[config.mk]
export PLATFORM = sky130hd
export DESIGN_NAME = compacting_array_table
export DESIGN_NICKNAME = d
export VERILOG_FILES = /design/src/design/cat_pkg.sv /design/src/design/compacting_array_table.sv /design/src/design/cat_cell.sv
export SDC_FILE = /design/constraint.sdc
export NUM_CORES = 2
export LEC_CHECK = 0
export BUFFER_PORTS_ARGS = -buffer_cell sky130_fd_sc_hd__buf_2
export CAP_MARGIN = 20
export CORE_ASPECT_RATIO = 1.1
export CORE_MARGIN = 3
export CORE_UTILIZATION = 40
export CTS_BUF_LIST = sky130_fd_sc_hd__clkbuf_16
export CTS_CLUSTER_DIAMETER = 200
export CTS_CLUSTER_SIZE = 14
export DETAILED_ROUTE_END_ITERATION = 10
export GPL_TIMING_DRIVEN = 1
export RECOVER_POWER = 100
export SLEW_MARGIN = 20
export SYNTH_ARGS = -nofsm -noshare
export SYNTH_HDL_FRONTEND = slang
export SYNTH_SLANG_ARGS = --single-unit
[constraint.sdc]
create_clock -name i_clk -period 4.3 [get_ports i_clk]
set_input_delay 0.215 -clock i_clk [delete_from_list [all_inputs] [get_ports i_clk]]
set_output_delay 0.215 -clock i_clk [all_outputs]
set_load 0.01 [all_outputs]
[src/design/cat_pkg.sv]
// ----------------------------------------------------------------------------
// cat_pkg
// Shared types and constants of the compacting array table: command and
// status codes, field widths, the cell control bundle and the preset values.
// ----------------------------------------------------------------------------
`default_nettype none

package cat_pkg;

    localparam int DATA_W = 32;
    localparam int CMD_W  = 2;
    localparam int IDX_W  = 6;
    localparam int CNT_W  = 7;

    localparam logic [CNT_W-1:0] PRESET_COUNT = 7'd6;

    typedef enum logic [CMD_W-1:0] {
        CMD_APPEND = 2'd0,
        CMD_DELETE = 2'd1,
        CMD_SEARCH = 2'd2,
        CMD_NONE   = 2'd3
    } t_cmd;

    typedef enum logic [2:0] {
        ST_APPENDED = 3'd0,
        ST_FULL     = 3'd1,
        ST_DELETED  = 3'd2,
        ST_NOTFOUND = 3'd3,
        ST_EMPTY    = 3'd4,
        ST_MATCH    = 3'd5
    } t_status;

    // per-cell control from the sequencer
    typedef struct packed {
        logic wr;      // load the key into this cell
        logic shift;   // take the entry of the upper neighbor
        logic cap;     // capture the compare result
        logic hshift;  // take the hit flag of the upper neighbor
        logic live;    // cell index is below the fill count
    } t_cell_ctl;

    function automatic logic [DATA_W-1:0] preset_val(input int idx);
        logic [DATA_W-1:0] v;
        case (idx)
            0:       v = 32'd9;
            1:       v = 32'd0;
            2:       v = 32'd8;
            3:       v = 32'd3;
            4:       v = 32'd4;
            5:       v = 32'd2;
            default: v = '0;
        endcase
        return v;
    endfunction

endpackage

`default_nettype wire

[src/design/compacting_array_table.sv]
// ----------------------------------------------------------------------------
// compacting_array_table
// Packed table of signed 32-bit entries with append, delete-first-match and
// search-all-matches commands, built as a chain of compare-and-shift cells.
// ----------------------------------------------------------------------------
// append: the result is held in the result register, then moved to the output
//   register once the output slot is free
// delete/search: hit flags capture the compares on acceptance, then walk down
//   the cell chain one index per cycle unless a match waits for the output
// one item at a time; a finished result may wait in the output register
// synchronous active-low reset loads the six preset entries, fill count 6
// ----------------------------------------------------------------------------
`default_nettype none

module compacting_array_table
    import cat_pkg::*;
#(
    parameter int DEPTH = 16
) (
    input  wire logic                     i_clk,
    input  wire logic                     i_rst_n,
    input  wire logic                     i_valid,
    output logic                          o_stall,
    input  wire logic [CMD_W-1:0]         i_cmd,
    input  wire logic signed [DATA_W-1:0] i_value,
    output logic                          o_valid,
    input  wire logic                     i_stall,
    output logic [2:0]                    o_status,
    output logic [IDX_W-1:0]              o_match_index,
    output logic [CNT_W-1:0]              o_fill_count,
    output logic                          o_last
);

    localparam int IW = (DEPTH > 1) ? $clog2(DEPTH) : 1;

    typedef enum logic [1:0] {
        S_IDLE,
        S_SCAN,
        S_DEL,
        S_RESULT
    } t_state;

    t_state             r_state;
    logic [CNT_W-1:0]   r_count;
    logic [IW-1:0]      r_idx;
    logic [CMD_W-1:0]   r_cmd;
    t_status            r_res_status;
    logic [IDX_W-1:0]   r_res_idx;
    logic               r_ovalid;
    t_status            r_ostatus;
    logic [IDX_W-1:0]   r_oidx;
    logic [CNT_W-1:0]   r_ofill;
    logic               r_olast;

    logic                   w_acc;
    logic                   w_slot_free;
    logic                   w_full;
    logic                   w_any_hit;
    logic                   w_any_up;
    logic                   w_scan_emit;
    logic                   w_hshift;
    logic                   w_res_push;
    logic [DEPTH-1:0]       w_hit;
    logic [DEPTH-1:0]       w_live;
    logic [DATA_W-1:0]      w_entry [DEPTH];
    t_cell_ctl              w_ctl   [DEPTH];

    assign o_stall     = (r_state != S_IDLE);
    assign w_acc       = i_valid && !o_stall;
    assign w_slot_free = !r_ovalid || !i_stall;
    assign w_full      = (r_count >= CNT_W'(DEPTH));
    assign w_any_hit   = |w_hit;
    assign w_any_up    = |w_hit[DEPTH-1:1];

    assign w_scan_emit = (r_state == S_SCAN) && (r_cmd == CMD_SEARCH) && w_hit[0]
                         && w_slot_free;
    // advance the hit chain past a miss, or past a hit once it is emitted
    assign w_hshift    = (r_state == S_SCAN) && w_any_hit && (!w_hit[0] || w_scan_emit);
    assign w_res_push  = (r_state == S_RESULT) && w_slot_free;

    for (genvar g = 0; g < DEPTH; g++) begin : g_cell
        assign w_live[g]       = (CNT_W'(g) < r_count);
        assign w_ctl[g].wr     = w_acc && (i_cmd == CMD_APPEND) && !w_full
                                 && (CNT_W'(g) == r_count);
        assign w_ctl[g].shift  = (r_state == S_DEL) && (IW'(g) >= r_idx);
        assign w_ctl[g].cap    = w_acc && ((i_cmd == CMD_DELETE) || (i_cmd == CMD_SEARCH));
        assign w_ctl[g].hshift = w_hshift;
        assign w_ctl[g].live   = w_live[g];

        if (g == DEPTH - 1) begin : g_top
            cat_cell #(
                .RESET_VAL (preset_val(g))
            ) u_cell (
                .i_clk      (i_clk),
                .i_rst_n    (i_rst_n),
                .i_ctl      (w_ctl[g]),
                .i_key      (i_value),
                .i_up_entry ({DATA_W{1'b0}}),
                .i_up_hit   (1'b0),
                .o_entry    (w_entry[g]),
                .o_hit      (w_hit[g])
            );
        end else begin : g_mid
            cat_cell #(
                .RESET_VAL (preset_val(g))
            ) u_cell (
                .i_clk      (i_clk),
                .i_rst_n    (i_rst_n),
                .i_ctl      (w_ctl[g]),
                .i_key      (i_value),
                .i_up_entry (w_entry[g+1]),
                .i_up_hit   (w_hit[g+1]),
                .o_entry    (w_entry[g]),
                .o_hit      (w_hit[g])
            );
        end
    end

    always_ff @(posedge i_clk) begin
        if (!i_rst_n) begin
            r_state  <= S_IDLE;
            r_count  <= PRESET_COUNT;
            r_idx    <= '0;
            r_ovalid <= 1'b0;
        end else begin
            case (r_state)
                S_IDLE: begin
                    if (w_acc) begin
                        r_cmd <= i_cmd;
                        r_idx <= '0;
                        case (i_cmd)
                            CMD_APPEND: begin
                                if (w_full) begin
                                    r_res_status <= ST_FULL;
                                    r_res_idx    <= '0;
                                end else begin
                                    r_res_status <= ST_APPENDED;
                                    r_res_idx    <= r_count[IDX_W-1:0];
                                    r_count      <= r_count + 1'b1;
                                end
                                r_state <= S_RESULT;
                            end
                            CMD_DELETE, CMD_SEARCH: begin
                                if (r_count == '0) begin
                                    r_res_status <= ST_EMPTY;
                                    r_res_idx    <= '0;
                                    r_state      <= S_RESULT;
                                end else begin
                                    r_state <= S_SCAN;
                                end
                            end
                            default: begin
                                r_state <= S_IDLE;
                            end
                        endcase
                    end
                end
                S_SCAN: begin
                    if (!w_any_hit) begin
                        r_res_status <= ST_NOTFOUND;
                        r_res_idx    <= '0;
                        r_state      <= S_RESULT;
                    end else if (w_hit[0]) begin
                        if (r_cmd == CMD_DELETE) begin
                            r_state <= S_DEL;
                        end else if (w_slot_free) begin
                            r_idx <= r_idx + 1'b1;
                            if (!w_any_up) begin
                                r_state <= S_IDLE;
                            end
                        end
                    end else begin
                        r_idx <= r_idx + 1'b1;
                    end
                end
                S_DEL: begin
                    r_count      <= r_count - 1'b1;
                    r_res_status <= ST_DELETED;
                    r_res_idx    <= IDX_W'(r_idx);
                    r_state      <= S_RESULT;
                end
                S_RESULT: begin
                    if (w_slot_free) begin
                        r_state <= S_IDLE;
                    end
                end
                default: begin
                    r_state <= S_IDLE;
                end
            endcase

            if (w_scan_emit) begin
                r_ovalid  <= 1'b1;
                r_ostatus <= ST_MATCH;
                r_oidx    <= IDX_W'(r_idx);
                r_ofill   <= r_count;
                r_olast   <= !w_any_up;
            end else if (w_res_push) begin
                r_ovalid  <= 1'b1;
                r_ostatus <= r_res_status;
                r_oidx    <= r_res_idx;
                r_ofill   <= r_count;
                r_olast   <= 1'b1;
            end else if (!i_stall) begin
                r_ovalid <= 1'b0;
            end
        end
    end

    assign o_valid       = r_ovalid;
    assign o_status      = r_ostatus;
    assign o_match_index = r_oidx;
    assign o_fill_count  = r_ofill;
    assign o_last        = r_olast;

    a_count_bound: assert property (@(posedge i_clk) disable iff (!i_rst_n)
        r_count <= CNT_W'(DEPTH))
        else $error("fill count above table depth");

    a_append_grows: assert property (@(posedge i_clk) disable iff (!i_rst_n)
        (w_acc && (i_cmd == CMD_APPEND) && !w_full) |=> (r_count == $past(r_count) + 1'b1))
        else $error("append did not grow the table");

    a_hits_live: assert property (@(posedge i_clk) disable iff (!i_rst_n)
        (r_state == S_SCAN) |-> ((w_hit & ~w_live) == '0))
        else $error("hit flag beyond the filled entries");

    a_del_in_range: assert property (@(posedge i_clk) disable iff (!i_rst_n)
        (r_state == S_DEL) |-> (CNT_W'(r_idx) < r_count))
        else $error("delete position beyond the filled entries");

endmodule

`default_nettype wire

[src/design/cat_cell.sv]
// ----------------------------------------------------------------------------
// cat_cell
// One slot of the table: holds an entry and a hit flag, compares the entry
// with the key, and hands entry and hit down the chain on request.
// ----------------------------------------------------------------------------
`default_nettype none

module cat_cell
    import cat_pkg::*;
#(
    parameter logic [31:0] RESET_VAL = 32'd0
) (
    input  wire logic              i_clk,
    input  wire logic              i_rst_n,
    input  wire t_cell_ctl         i_ctl,
    input  wire logic [DATA_W-1:0] i_key,
    input  wire logic [DATA_W-1:0] i_up_entry,
    input  wire logic              i_up_hit,
    output logic [DATA_W-1:0]      o_entry,
    output logic                   o_hit
);

    logic [DATA_W-1:0] r_entry;
    logic              r_hit;

    always_ff @(posedge i_clk) begin
        if (!i_rst_n) begin
            r_entry <= RESET_VAL;
            r_hit   <= 1'b0;
        end else begin
            if (i_ctl.wr) begin
                r_entry <= i_key;
            end else if (i_ctl.shift) begin
                r_entry <= i_up_entry;
            end
            if (i_ctl.cap) begin
                r_hit <= i_ctl.live && (r_entry == i_key);
            end else if (i_ctl.hshift) begin
                r_hit <= i_up_hit;
            end
        end
    end

    assign o_entry = r_entry;
    assign o_hit   = r_hit;

endmodule

`default_nettype wire

* After elaboration in Yosys (flattened, before gate mapping)
Cells that the tools add are included.
** Word-level totals
- Register bits after elaboration :: 570
- Input bits :: 38
- Output and inout port bits :: 19
- Word-level logic and storage cells :: 339
** Cells by class
- $add $sub $neg :: 3
- Order comparisons :: 33
- Equal/unequal tests :: 52
- Mux-type cells :: 106
- Reductions and logical operators :: 101
** Operators by type and width (number)
- $mux W32 :: 32
- $eq A32 B32 Y1 :: 16
- $logic_and A1 B1 Y1 :: 58
- $eq A4 B7 Y1 const A :: 8
- $lt A4 B7 Y1 const A :: 8
- $reduce_bool A2 Y1 :: 21
- $mux W1 :: 38
- $mux W7 :: 5
- $ge A4 B4 Y1 const A :: 8
- $mux W6 :: 5
- $eq A3 B7 Y1 const A :: 4
- $lt A3 B7 Y1 const A :: 4
- $mux W4 :: 6
- $pmux W6 S3 :: 1
- $ge A3 B4 Y1 const A :: 4
- $mux W2 :: 8
- $reduce_or A16 Y1 :: 1
- $reduce_or A15 Y1 :: 1
- $eq A2 B7 Y1 const A :: 2
- $lt A1 B7 Y1 const A :: 2
- $lt A2 B7 Y1 const A :: 2
- $pmux W7 S2 :: 1
- $mux W3 :: 4
- $ne A2 B2 Y1 const B :: 6
- other kinds (30) :: 50

* Longest topological paths before layout
- Word-level depth :: 8
- Depth in mapped cells :: 11

* Hierarchy
Synthesis repeated with hierarchy kept, for this count alone.
** Unflattened totals
- Cells, all modules :: 3825
- Area, all modules :: 33320.7 um2
** Modules (own cells, without submodules)
- cat_cell (g_cell[10].g_mid.u_cell ...) :: instances 11, cells an instance 222, area an instance 1923.1 um2
- cat_cell (g_cell[0].g_mid.u_cell ...) :: instances 2, cells an instance 222, area an instance 1930.6 um2
- cat_cell (g_cell[2].g_mid.u_cell ...) :: instances 2, cells an instance 221, area an instance 1920.6 um2
- compacting_array_table :: instances 1, cells an instance 276, area an instance 2539.9 um2
- cat_cell (g_cell[5].g_mid.u_cell) :: instances 1, cells an instance 221, area an instance 1924.3 um2

* Least setup slack after synthesis
OpenSTA, ideal clock, no wires.
- Path type :: reg-to-reg
- From :: register r_count[0]
- To :: register r_res_idx[0] (enable)
- Arrival time :: 2.891 ns
- Slack :: 0.982 ns
- Stages on the path, launching flop included :: 9
- Path through :: dfxtp_1 > clkbuf_1 > inv_1 > ha_1 > clkbuf_1 > nand2_1 > nor3_1 > o21ai_0 > a2111oi_0
** Between the ends
- Word-level cells in the longest chain between the ends :: 3
** Ends and longest elaborated chain
- start, declared :: line compacting_array_table.sv:44 : logic [CNT_W-1:0] r_count;
- start signal, assigned :: line compacting_array_table.sv:139 : r_count <= r_count + 1'b1;
- start signal, assigned :: line compacting_array_table.sv:177 : r_count <= r_count - 1'b1;
- $logic_not A7 Y1 :: line compacting_array_table.sv:144 : if (r_count == '0) begin
- $ne A3 B3 Y1 (no source line)
- $reduce_and A6 Y1 (no source line)
- end signal, assigned :: line compacting_array_table.sv:138 : r_res_idx <= r_count[IDX_W-1:0];
- end signal, assigned :: line compacting_array_table.sv:179 : r_res_idx <= IDX_W'(r_idx);
- end, declared :: line compacting_array_table.sv:48 : logic [IDX_W-1:0] r_res_idx;
No other way between the ends.
A chain may end at the register's enable or synchronous reset.

* Worst setup path after layout
- From :: register r_count[0]
- To :: register g_cell[6].g_mid.u_cell.r_entry[25]
** Between the ends
- Word-level cells in the longest chain between the ends :: 5
- Elaborated cells on any way between the ends :: 7
- Those cells by class :: 1 x order compare; 1 x eq/ne; 1 x mux; 4 x reduce/logical
** Ends and longest elaborated chain
- $ge A7 B5 Y1 :: line compacting_array_table.sv:71 : assign w_full = (r_count >= CNT_W'(DEPTH));
- $logic_not A1 Y1 :: line compacting_array_table.sv:83 : assign w_ctl[g].wr = w_acc && (i_cmd == CMD_APPEND) && !w_full
- $logic_and A1 B1 Y1 :: line compacting_array_table.sv:83
- $logic_and A1 B1 Y1 * :: line compacting_array_table.sv:84 : && (CNT_W'(g) == r_count);
- $mux W32 or $reduce_bool A2 Y1 (tied branches)
- end signal, assigned :: line cat_cell.sv:32 : r_entry <= i_key;
- end signal, assigned :: line cat_cell.sv:34 : r_entry <= i_up_entry;
- end, declared :: line cat_cell.sv:23 : logic [DATA_W-1:0] r_entry;
Every way passes the cells marked *; elsewhere a longest branch is shown, timed or not.

==> impl_metrics.py <==
metrics = {
    "status": {
        "run_status": "complete, but fails checks",
        "failed_checks": "max-capacitance violations, max-slew violations",
    },
    "layout": {
        "filler_cell_count": 7586,
        "area_growth_syn_to_layout_pct": 7.02,
        "most_common_cell_after_layout_fill_and_taps_aside": "sky130_fd_sc_hd__dfxtp_1",
        "post-route-util_pct": 43.3,
        "most-common-layout-cells": "sky130_fd_sc_hd__dfxtp_1, sky130_fd_sc_hd__nor2_1, sky130_fd_sc_hd__xnor2_1",
        "layout_cell_share_with_drive_strength_beyond_1_pct": 7.04,
        "finish.net_count": 3456,
    },
    "grt": {
        "first_global_vias": 24700,
        "grt-ovfl-total": 0,
        "grt_use_met2_pct": 42.0,
        "grt_util_met3_pct": 2.95,
        "groute.layer.met1.usage_pct": 33.0,
        "grt_antenna_before_repair": 2,
        "grt_start_max_net_pins": 162,
        "global_route_wire_length_before_repair_mm": 160,
        "grt.busiest_layer": "met2",
        "grt_util_all_layers_pct": 25.2,
    },
    "logic_synthesis": {
        "synthCells": 3577,
        "post_synth.cell_area_avg_um2": 8.76,
        "dominantRegCellSynth": "sky130_fd_sc_hd__dfxtp_1",
        "synth_seq_area_share_pct": 37.3,
        "synth_edf_count": 28,
        "synth.lib_cells_used.distinct": 65,
        "register_bit_count_reported_by_yosys": 570,
        "synthesized_cell_area_mm2": 0.0313,
        "async_flop_share_pct": 0,
        "synth.yosys.warnings": 0,
    },
    "floorplan": {
        "die-width_um": 273,
        "boundaryPins": 57,
        "die-area_mm2": 0.0817,
        "floorplan.initialDensity_pct": 40.4,
        "die_y_um": 300,
        "std_cell_rows": 107,
        "core_mm2": 0.0775,
    },
    "cts": {
        "postCtsResizedCells": 0,
        "cts_max_path_buffers": 3,
        "insertion_delay_ps": 610,
        "tritoncts_clock_tree": "built",
        "cts_root_buf": "sky130_fd_sc_hd__clkbuf_16",
        "path_clk_slew_ps": 80,
        "cts.repair_timing.setup_buffer_count": 0,
        "cts_num_sinks": 570,
        "cts-htree-levels": 2,
        "cts_buffers": 46,
    },
    "timing": {
        "setup-violations-final": 0,
        "timing.clock.skew_ps": 24.2,
        "slew_violations": 203,
        "max_freq_ghz": 0.272,
        "timing.setup.tns_ps": 0,
        "rsz0062_at_grt": "no",
        "timing_worst_slew_pin_value_ps": 2050,
        "period_minus_slack_ps": 3670,
        "hold_viol": 0,
        "slew_headroom_pct": -36.7,
        "fin_crit_sh_pct": 85.4,
    },
    "setup_path": {
        "end_kind": "register",
        "criticalPathCategory": "reg2reg",
        "worstSetupStartpointType": "register",
        "timing.critical_path.arrival_ps": 4170,
        "timing.critical_path.fanout_max": 46,
        "worst-endpoint-required_ps": 4800,
    },
    "power_and_ir_drop": {
        "leakage_nw": 11.6,
        "p_total_mw": 13.8,
        "worst_ir_drop_vdd_mv": 0.315,
        "power_per_cell_area_mw_per_mm2": 413,
    },
    "placement": {
        "globalplace.congestion": 0.907,
        "detailed_place_hpwl_mm": 71.8,
        "io_buffers": 56,
    },
    "detailed_routing": {
        "drt.antenna.violating_nets": 0,
        "dr_total_vias": 25900,
        "drt_pre_antenna_iters": 6,
        "remaining_drc_errors": 0,
        "wl_mm": 106,
        "initialDrtViolationCount": 2470,
        "route.detailed.wl_per_inst_um": 23.8,
        "routed_via_density": 5.84,
    },
    "min_path": {
        "min-delay-path-class": "in2reg",
    },
    "job": {
        "max-cap-violations": 4,
    },
}
==> layer usage <==
layer | share of wire [%] | vias to the layer above
li1 | - | 12300
met1 | 43 | 12500
met4 | 4.6 | 2
met2 | 48 | 830
met3 | 5.2 | 221
met5 | 0.019 | -
==> synth_stat cells, types with 2 or more instances <==
master,n,area [um2]
sky130_fd_sc_hd__o21ai_1,2,10.0
sky130_fd_sc_hd__nor3_2,3,30.0
sky130_fd_sc_hd__a31oi_1,2,12.5
sky130_fd_sc_hd__xnor2_1,448,3920
sky130_fd_sc_hd__and2_1,3,18.8
sky130_fd_sc_hd__or2_2,2,12.5
sky130_fd_sc_hd__dfxtp_1,542,10900
sky130_fd_sc_hd__buf_2,45,225
sky130_fd_sc_hd__o21a_1,2,15.0
sky130_fd_sc_hd__nor3_1,14,70.1
sky130_fd_sc_hd__mux2_2,10,113
sky130_fd_sc_hd__inv_1,18,67.6
sky130_fd_sc_hd__a211oi_1,322,2420
sky130_fd_sc_hd__a311oi_1,126,1100
sky130_fd_sc_hd__ha_1,16,200
sky130_fd_sc_hd__buf_1,72,270
sky130_fd_sc_hd__or4_1,2,15.0
sky130_fd_sc_hd__nor4_1,39,244
sky130_fd_sc_hd__buf_4,6,45.0
sky130_fd_sc_hd__nand2b_1,5,31.3
sky130_fd_sc_hd__a2111oi_0,4,35.0
sky130_fd_sc_hd__a21oi_1,46,230
sky130_fd_sc_hd__o21ai_0,66,330
sky130_fd_sc_hd__and4_1,3,26.3
sky130_fd_sc_hd__a21o_1,3,22.5
sky130_fd_sc_hd__mux2i_1,357,3570
sky130_fd_sc_hd__xor2_1,70,613
sky130_fd_sc_hd__clkbuf_1,262,983
sky130_fd_sc_hd__nand2_1,201,754
sky130_fd_sc_hd__a2bb2oi_1,13,114
sky130_fd_sc_hd__nor4_2,2,25.0
sky130_fd_sc_hd__nor3b_1,4,30.0
sky130_fd_sc_hd__a211oi_2,30,375
sky130_fd_sc_hd__nor2_1,503,1890
sky130_fd_sc_hd__o211ai_1,2,15.0
sky130_fd_sc_hd__nor2b_1,7,43.8
sky130_fd_sc_hd__nand4_1,125,782
sky130_fd_sc_hd__edfxtp_1,28,841
sky130_fd_sc_hd__nand3_1,146,731
==> sequential cells by signal, indices dropped and copies added, names as in the netlist <==
name and cells:
o_valid 1, o_match_index 6, r_state 2, r_count 7
r_res_idx 6, g_cell.g_top.u_cell.o_hit 1, g_cell.g_mid.u_cell.o_entry 480, r_cmd 2
r_res_status 3, o_last 1, o_fill_count 7, g_cell.g_top.u_cell.o_entry 32
g_cell.g_mid.u_cell.o_hit 15, o_status 3, r_idx 4
==> metrics by stage <==
step / cell area, um2 / std cells / setup slack [ps] / hold WS [ps]
3_3_place_gp: 32400 / 4386 / 1140 / 429
6_report: 33500 / 4444 / 629 / 48.6
3_5_place_dp: 32400 / 4386 / 1030 / 426
4_1_cts: 33700 / 4443 / 1020 / 28.4
2_1_floorplan: 31300 / 3578 / 982 / 314
5_1_grt: 33500 / 4443 / 328 / 33.5
==> path summary, 6_finish.rpt <==
| kind | startpoint | to | slack, ps | depth (start not counted) |
|---|---|---|---|---|
| max | r_count[0]$_SDFFE_PN0P_ | g_cell[6].g_mid.u_cell.o_entry[25]$_SDFFE_PN0P_ | 630 | 7 |
| min | i_rst_n | g_cell[3].g_mid.u_cell.o_entry[0]$_SDFFE_PN1P_ | 50 | 2 |
| max reg2reg | r_count[0]$_SDFFE_PN0P_ | g_cell[6].g_mid.u_cell.o_entry[25]$_SDFFE_PN0P_ | 630 | 7 |
| min reg2reg | g_cell[15].g_top.u_cell.o_entry[11]$_SDFFE_PN0P_ | g_cell[15].g_top.u_cell.o_entry[11]$_SDFFE_PN0P_ | 490 | 2 |
==> power by group <==
part | leakage [nW] | total (mW) | switching (mW) | internal, mW
Sequential | 4.62 | 5.79 | 0.224 | 5.57
Combinational | 6.35 | 3.97 | 2.51 | 1.46
Clock | 0.639 | 4.08 | 2.02 | 2.07
==> repair_timing <==
action                                  in CTS  in global routing
endpoints found under the setup margin       0                  0
hold endpoints to repair                     3                  0
hold buffers                                 3                  0
==> critical path: stages, from the launching register on <==
cell,delay (ps)
sky130_fd_sc_hd__dfxtp_1,310
sky130_fd_sc_hd__clkbuf_1,730
sky130_fd_sc_hd__inv_1,260
sky130_fd_sc_hd__ha_1,420
sky130_fd_sc_hd__nand2_1,1070
sky130_fd_sc_hd__clkbuf_1,430
sky130_fd_sc_hd__nor2_1,70
sky130_fd_sc_hd__a211oi_1,250
==> cell families (layout without fill, tap and decap cells) <==
logic type               after synthesis  in the layout  share of synthesized area (%)
flip-flops                           570            570                           37.3
adder cells (fa/ha/maj)               16             16                          0.639
AO/OA/AOI/OAI                        629            629                           15.3
multiplexers                         367            367                           11.8
XOR/XNOR                             518            518                           14.5
other                                  1              3                         0.0120
AND/OR/NAND/NOR                     1071           1071                           15.4
buffers and inverters                405            235                           5.11
==> layout make-up <==
| type | count | area, um2 | area share [%] |
|---|---|---|---|
| Clock inverter | 5 | 45.0 | 0.134 |
| Inverter | 19 | 78.8 | 0.235 |
| Antenna cell | 1 | 2.50 | 0.00746 |
| Clock buffer | 49 | 1230 | 3.66 |
| Sequential cell | 570 | 11700 | 34.9 |
| Tap cell | 1035 | 1290 | 3.86 |
| Multi-Input combinational cell | 2603 | 18100 | 54.0 |
| Timing Repair Buffer | 162 | 1090 | 3.26 |
(Power assumes the default switching activity.)
